### src/rtl/irt_pkg.sv
// Package for the interval reservation table.
// Holds the default sizes, status codes and the controller/datapath link types.
// No dependencies.
package irt_pkg;

    localparam int IRT_ENTRIES   = 64;
    localparam int IRT_TIME_BITS = 32;
    localparam int IN_W          = 32;
    localparam int STATUS_W      = 2;

    localparam logic [STATUS_W-1:0] STATUS_BOOKED  = 2'd0;
    localparam logic [STATUS_W-1:0] STATUS_OVERLAP = 2'd1;
    localparam logic [STATUS_W-1:0] STATUS_FULL    = 2'd2;

    // controller -> datapath
    typedef struct packed {
        logic start;   // latch request, restart the scan
        logic scan;    // issue reads / check entries
        logic commit;  // decide, store if booked, load status
    } irt_cmd_t;

    // datapath -> controller
    typedef struct packed {
        logic hit;        // entry under check overlaps the request
        logic scan_done;  // all stored entries checked
    } irt_sts_t;

endpackage

### src/rtl/interval_reservation_table.sv
// Interval reservation table, top level: controller plus datapath.
// Depends on irt_pkg, irt_ctrl, irt_dp (and irt_ram below it).
//
//  channel | handshake            | payload
//  --------+----------------------+-------------------------------
//  in      | in_valid / in_stall  | interval_start, interval_end
//  out     | out_valid / out_stall| status
//
// From accept, the stored entries are scanned in order, ended early by an overlap;
// one entry is read and checked a cycle through the store's registered port, then
// a commit step. Input free again after the commit.
// Reset empties the table at once; no clearing pass. A stalled result is held in
// the output register; the next item may be accepted meanwhile, but its commit
// waits until the register is free.
module interval_reservation_table #(
    parameter int ENTRIES   = irt_pkg::IRT_ENTRIES,
    parameter int TIME_BITS = irt_pkg::IRT_TIME_BITS
) (
    input  logic                         clk,
    input  logic                         rst_n,
    input  logic                         in_valid,
    output logic                         in_stall,
    input  logic [irt_pkg::IN_W-1:0]     interval_start,
    input  logic [irt_pkg::IN_W-1:0]     interval_end,
    output logic                         out_valid,
    input  logic                         out_stall,
    output logic [irt_pkg::STATUS_W-1:0] status
);

    irt_pkg::irt_cmd_t cmd;
    irt_pkg::irt_sts_t sts;

    irt_ctrl u_ctrl (
        .clk       (clk),
        .rst_n     (rst_n),
        .in_valid  (in_valid),
        .in_stall  (in_stall),
        .out_valid (out_valid),
        .out_stall (out_stall),
        .cmd       (cmd),
        .sts       (sts)
    );

    irt_dp #(
        .ENTRIES   (ENTRIES),
        .TIME_BITS (TIME_BITS)
    ) u_dp (
        .clk            (clk),
        .rst_n          (rst_n),
        .interval_start (interval_start),
        .interval_end   (interval_end),
        .status         (status),
        .cmd            (cmd),
        .sts            (sts)
    );

endmodule

### src/rtl/irt_ram.sv
// Generic single-port-write, single-port-read RAM with registered read data.
// No dependencies.
module irt_ram #(
    parameter int WIDTH = 64,
    parameter int DEPTH = 64
) (
    input  logic                                    clk,
    input  logic                                    wr_en,
    input  logic [((DEPTH > 1) ? $clog2(DEPTH) : 1)-1:0] wr_addr,
    input  logic [WIDTH-1:0]                        wr_data,
    input  logic                                    rd_en,
    input  logic [((DEPTH > 1) ? $clog2(DEPTH) : 1)-1:0] rd_addr,
    output logic [WIDTH-1:0]                        rd_data
);

    logic [WIDTH-1:0] mem [DEPTH];
    logic [WIDTH-1:0] rd_data_reg;

    always_ff @(posedge clk)
    begin
        if (wr_en)
        begin
            mem[wr_addr] <= wr_data;
        end
        if (rd_en)
        begin
            rd_data_reg <= mem[rd_addr];
        end
    end

    assign rd_data = rd_data_reg;

endmodule

### src/rtl/irt_ctrl.sv
// Controller for the interval reservation table: sequences accept, scan and commit,
// and owns the result valid flag. Depends on irt_pkg.
module irt_ctrl (
    input  logic              clk,
    input  logic              rst_n,
    input  logic              in_valid,
    output logic              in_stall,
    output logic              out_valid,
    input  logic              out_stall,
    output irt_pkg::irt_cmd_t cmd,
    input  irt_pkg::irt_sts_t sts
);

    typedef enum logic [2:0] {
        ST_IDLE   = 3'b001,
        ST_SCAN   = 3'b010,
        ST_FINISH = 3'b100
    } state_t;

    state_t state_reg, state_next;
    logic   out_valid_reg, out_valid_next;
    logic   accept;
    logic   commit;

    assign in_stall = (state_reg != ST_IDLE);
    assign accept   = in_valid && (state_reg == ST_IDLE);
    // result register must be free, or emptied this cycle
    assign commit   = (state_reg == ST_FINISH) && (!out_valid_reg || !out_stall);

    always_comb
    begin
        state_next = state_reg;
        case (state_reg)
            ST_IDLE:
            begin
                if (in_valid)
                begin
                    state_next = ST_SCAN;
                end
            end
            ST_SCAN:
            begin
                if (sts.hit || sts.scan_done)
                begin
                    state_next = ST_FINISH;
                end
            end
            ST_FINISH:
            begin
                if (commit)
                begin
                    state_next = ST_IDLE;
                end
            end
            default:
            begin
                state_next = ST_IDLE;
            end
        endcase
    end

    always_comb
    begin
        out_valid_next = out_valid_reg;
        if (commit)
        begin
            out_valid_next = 1'b1;
        end
        else if (!out_stall)
        begin
            out_valid_next = 1'b0;
        end
    end

    always_ff @(posedge clk or negedge rst_n)
    begin
        if (!rst_n)
        begin
            state_reg     <= ST_IDLE;
            out_valid_reg <= 1'b0;
        end
        else
        begin
            state_reg     <= state_next;
            out_valid_reg <= out_valid_next;
        end
    end

    assign out_valid  = out_valid_reg;
    assign cmd.start  = accept;
    assign cmd.scan   = (state_reg == ST_SCAN);
    assign cmd.commit = commit;

endmodule

### src/rtl/irt_dp.sv
// Datapath for the interval reservation table: request registers, entry store,
// scan counter, shared overlap comparator and status register.
// Depends on irt_pkg and irt_ram.
module irt_dp #(
    parameter int ENTRIES   = irt_pkg::IRT_ENTRIES,
    parameter int TIME_BITS = irt_pkg::IRT_TIME_BITS
) (
    input  logic                          clk,
    input  logic                          rst_n,
    input  logic [irt_pkg::IN_W-1:0]      interval_start,
    input  logic [irt_pkg::IN_W-1:0]      interval_end,
    output logic [irt_pkg::STATUS_W-1:0]  status,
    input  irt_pkg::irt_cmd_t             cmd,
    output irt_pkg::irt_sts_t             sts
);

    localparam int IDX_W = (ENTRIES > 1) ? $clog2(ENTRIES) : 1;
    localparam int CNT_W = $clog2(ENTRIES + 1);
    localparam logic [CNT_W-1:0] CNT_FULL = CNT_W'(ENTRIES);
    localparam int IN_W_EXT = irt_pkg::IN_W + TIME_BITS;

    logic [IN_W_EXT-1:0] start_ext, end_ext;

    logic [TIME_BITS-1:0]          lo_reg, hi_reg;
    logic [CNT_W-1:0]              count_reg, count_next;
    logic [CNT_W-1:0]              idx_reg, idx_next;
    logic                          chk_reg, chk_next;
    logic                          hit_reg, hit_next;
    logic [irt_pkg::STATUS_W-1:0]  status_reg;

    logic                          rd_en;
    logic                          wr_en;
    logic [2*TIME_BITS-1:0]        rd_data;
    logic [TIME_BITS-1:0]          ent_s, ent_e;
    logic                          hit_now;
    logic                          full;
    logic [irt_pkg::STATUS_W-1:0]  status_next;

    // zero-extend, then keep the low TIME_BITS
    assign start_ext = {{TIME_BITS{1'b0}}, interval_start};
    assign end_ext   = {{TIME_BITS{1'b0}}, interval_end};

    assign rd_en   = cmd.scan && (idx_reg != count_reg);
    assign ent_s   = rd_data[2*TIME_BITS-1:TIME_BITS];
    assign ent_e   = rd_data[TIME_BITS-1:0];
    assign hit_now = chk_reg && !((hi_reg <= ent_s) || (lo_reg >= ent_e));
    assign full    = (count_reg == CNT_FULL);

    assign sts.hit       = hit_now;
    assign sts.scan_done = (idx_reg == count_reg) && !chk_reg;

    always_comb
    begin
        if (hit_reg)
        begin
            status_next = irt_pkg::STATUS_OVERLAP;
        end
        else if (full)
        begin
            status_next = irt_pkg::STATUS_FULL;
        end
        else
        begin
            status_next = irt_pkg::STATUS_BOOKED;
        end
    end

    assign wr_en = cmd.commit && !hit_reg && !full;

    always_comb
    begin
        idx_next   = idx_reg;
        chk_next   = 1'b0;
        hit_next   = hit_reg;
        count_next = count_reg;
        if (cmd.start)
        begin
            idx_next = '0;
            hit_next = 1'b0;
        end
        else if (cmd.scan)
        begin
            chk_next = rd_en;
            if (rd_en)
            begin
                idx_next = idx_reg + 1'b1;
            end
            if (hit_now)
            begin
                hit_next = 1'b1;
            end
        end
        if (wr_en)
        begin
            count_next = count_reg + 1'b1;
        end
    end

    always_ff @(posedge clk or negedge rst_n)
    begin
        if (!rst_n)
        begin
            count_reg <= '0;
            idx_reg   <= '0;
            chk_reg   <= 1'b0;
            hit_reg   <= 1'b0;
        end
        else
        begin
            count_reg <= count_next;
            idx_reg   <= idx_next;
            chk_reg   <= chk_next;
            hit_reg   <= hit_next;
        end
    end

    always_ff @(posedge clk)
    begin
        if (cmd.start)
        begin
            lo_reg <= start_ext[TIME_BITS-1:0];
            hi_reg <= end_ext[TIME_BITS-1:0];
        end
        if (cmd.commit)
        begin
            status_reg <= status_next;
        end
    end

    irt_ram #(
        .WIDTH (2 * TIME_BITS),
        .DEPTH (ENTRIES)
    ) u_store (
        .clk     (clk),
        .wr_en   (wr_en),
        .wr_addr (count_reg[IDX_W-1:0]),
        .wr_data ({lo_reg, hi_reg}),
        .rd_en   (rd_en),
        .rd_addr (idx_reg[IDX_W-1:0]),
        .rd_data (rd_data)
    );

    assign status = status_reg;

endmodule
### config.mk
export PLATFORM = sky130hd
export DESIGN_NAME = interval_reservation_table
export DESIGN_NICKNAME = d
export VERILOG_FILES = /design/src/rtl/irt_pkg.sv /design/src/rtl/interval_reservation_table.sv /design/src/rtl/irt_ram.sv /design/src/rtl/irt_ctrl.sv /design/src/rtl/irt_dp.sv
export SDC_FILE = /design/constraint.sdc
export NUM_CORES = 2
export LEC_CHECK = 0
export BUFFER_PORTS_ARGS = -buffer_cell sky130_fd_sc_hd__buf_4
export CORE_ASPECT_RATIO = 1.75
export CORE_MARGIN = 3
export CORE_UTILIZATION = 54
export CTS_CLUSTER_DIAMETER = 150
export DETAILED_ROUTE_END_ITERATION = 6
export HOLD_SLACK_MARGIN = 0.02
export PLACE_DENSITY = 0.72
export SYNTH_ARGS = -nofsm -noshare
export SYNTH_HDL_FRONTEND = slang
export SYNTH_HIERARCHICAL = 1
export SYNTH_SLANG_ARGS = --single-unit
### constraint.sdc
create_clock -name clk -period 6.8 [get_ports clk]
set_input_delay 1.36 -clock clk [delete_from_list [all_inputs] [get_ports clk]]
set_output_delay 1.36 -clock clk [all_outputs]
set_load 0.01 [all_outputs]
==> qor.txt <==
Status: complete, no violations
Synth cell types: 63
DRC errors left: 0
Cell family with most CP delay: simple AND/OR/NAND/NOR gates
#FFs+latches synth: 4,246
Vias in the first global route: 78,300
Die area: 306,000 µm²
Combinational Power Share: 0.186
Avg WL per Cell: 38.5 µm
Fmax: 0.214 GHz
Post-synth top flop: edfxtp_1
Psw: 0.0166 W
Headroom to the max-slew limit: 0.118
Die Y-Extent: 730 µm
Buffer type at the clock tree root: clkbuf_16
Via density: 6.88
Leakage power: 54.4 nW
Slew Limit Fails: 0
Post-layout instance count excluding filler cells: 11,500
R2R Path End: u_dp/u_store/mem[56][58]
Yosys warning count: 6
# Max-Cap Violations: 0
Seq/Total Area, Yosys: 0.788
CTS clock-pin slew for the worst setup and hold paths: 0.07 ns
Global-route wire length before repair: 618,000 µm
Register-to-register setup slack: 2.13 ns
Total gr overflow: 0
RSZ-0062 raised after global routing: false
Post-Place Cells: 10,900
Actual transition at the worst max-transition pin: 1.32 ns
Final setup vio count: 0
Most frequent cells in the layout: edfxtp_1 (4,226), mux4_2 (1,024), clkbuf_16 (356)
Max reg flops: 4,096
Pin count of the biggest net entering global routing: 104
Reg area: 127,000 µm²
Post-synth top area cell: edfxtp_1
Setup TNS: 0 ns
Clk network pwr share: 0.324
DRT antenna net count: 0
# rows: 265
Worst path max stage delay: 0.96 ns
Final Hold Viols: 0
Starting Density: 0.543
Number of antenna violations at the first check in global routing: 47
PortBufs: 71
Power Internal: 0.0457 W
Sequential power share: 0.490
Routed wire length: 442,000 µm
Final Power: 0.0623 W
DP Wirelength: 273,000 µm
Die extent in x: 420 µm
Clock Tree Buf Depth: 4
Hold buffers post-CTS: 0
Critical path buffers and inverters: 1
Type of origin of the critical path: flip-flop
Post-CTS setup buffer count: 0
Worst clock skew: 0.0938 ns
Share of layout cells above drive strength 1: 0.265
Placer Congestion: 0.996
CP arrival: 5.23 ns
TritonCTS clock tree: yes
H-tree level count: 5
Syn Inst Count: 6,989
Fillers: 19,900
Hold Crit Class: input pin to async pin
Post-layout nets: 7,477
R2R Path Start: u_ctrl/state_reg[1]
Synthesized cell area: 162,000 µm²
Minimum period implied by the final worst setup slack: 4.67 ns
Top Ports: 72
Top cells by area, synth: edfxtp_1 (78%), mux4_2 (14%), mux2i_1 (0.84%), a22oi_1 (0.78%), buf_2 (0.53%)
Total global-route track usage: 0.291
Critical Path Sink Type: flip-flop
Ys async rst share: 0.00471
CP required: 7.36 ns
CTS resizes: 0
Core box area: 298,000 µm²
Num CTS Buffers: 349
Clock sinks: 4,246
Clk_lat worst skew: 0.93 ns
Pwr dens: 346 nW/µm²
Switch share: 0.266
CP Max Fanout: 21
Footprint of the multi-input gates: 32,700 µm²
Worst setup path class: flip-flop to flip-flop
Yosys top cell area share: 0.785
DR iter-0 viols: 11,500
Crit-path slowest cell: nor2_4
Crit-path cells: or3b_1 -> a21oi_1 -> and3b_1 -> nor2b_1 -> nand2_1 -> nor2_4 -> buf_4
Syn Nets: 7,124
Syn-to-layout area delta: 11.3%
Tcrit/Tclk final: 0.687
Mapped Avg Cell Area: 23.1 µm²
Drt pass-1 iters: 5
R2R cell count: 7
DR vias: 79,100
Max VDD drop: 0.324 mV
Post-synth EDFFs: 4,226
Most common cell after layout, fill and taps aside: edfxtp_1
## cell usage after synthesis (19+ instances only)
library cell  count
nor2_1          131
dfrtp_1          19
and3_1           67
nand3_1          53
buf_2           171
edfxtp_1       4226
or2_2            28
nand4_1          22
a22o_1           88
a22oi_1         168
nand2_1          76
inv_1            88
mux2i_1         136
o22ai_1          83
a21oi_1          25
buf_1            21
a41oi_1          26
buf_4            38
a211oi_1         65
o221ai_1         38
a2bb2oi_1        19
mux4_2         1024
clkbuf_1        140
or3_1            29
nor2b_1          32
ha_1             67
## area by class of cell
type                    instances  share of cell area
multi-input cells            2279               0.182
clock buffers                 409              0.0507
well taps                    3871              0.0269
clock inverters               216              0.0119
flip-flops and latches       4246               0.708
inverters                      88             0.00184
diodes                         18            0.000250
repair buffers                378              0.0185
## metrics by stage
stage | hold WS (ns) | instance area, µm² | setup slack (ns) | util
global route | 0.346 | 180000 | 1.97 | 0.604
detailed placement | 0.508 | 169000 | 1.59 | 0.566
floorplan | 0.463 | 162000 | 1.17 | -
CTS | 0.322 | 180000 | 2.28 | 0.604
global placement | 0.499 | 169000 | 1.57 | 0.566
finish | 0.359 | 180000 | 2.13 | 0.604
## cells by family after synthesis
group / share of synthesized area
simple gates: 0.0151
fa+ha+maj: 0.00518
compound gates: 0.0266
xor+xnor: 0.00103
flops: 0.788
mux: 0.151
buf+inv: 0.0133
## how the worst max path moves through the flow
stage	startpoint	end	slack (ns)	depth (start not counted)
2_1_floorplan	out_stall	u_dp/u_store/mem[62][0]	1.17	7
3_3_place_gp	out_stall	u_dp/u_store/mem[56][11]	1.57	7
5_1_grt	u_ctrl/state_reg[2]	u_dp/u_store/mem[56][58]	1.97	7
4_1_cts	u_ctrl/state_reg[1]	u_dp/u_store/mem[56][58]	2.28	7
3_5_place_dp	out_stall	u_dp/u_store/mem[56][0]	1.59	7
6_report	u_ctrl/state_reg[1]	u_dp/u_store/mem[56][58]	2.13	7
## power by group through the flow
stage / sequential [W] / clock, W / combinational (W)
2_1_floorplan: 0.0314 / 0 / 0.00695
3_3_place_gp: 0.0311 / 0 / 0.0112
3_5_place_dp: 0.0311 / 0 / 0.0115
4_1_cts: 0.0305 / 0.0204 / 0.0115
5_1_grt: 0.0305 / 0.0213 / 0.0120
6_report: 0.0305 / 0.0202 / 0.0116
## layer usage
| layer | wire length, µm | track usage | share of wire | vias to the layer above |
|---|---|---|---|---|
| met5 | 191 | 0 | 0.00043 | - |
| met3 | 50000 | 0.0715 | 0.11 | 1101 |
| met4 | 34200 | 0.180 | 0.077 | 26 |
| met2 | 217000 | 0.467 | 0.49 | 5373 |
| met1 | 141000 | 0.360 | 0.32 | 42100 |
| li1 | - | - | - | 30600 |
No activity file was read; power rests on OpenSTA's default activity.
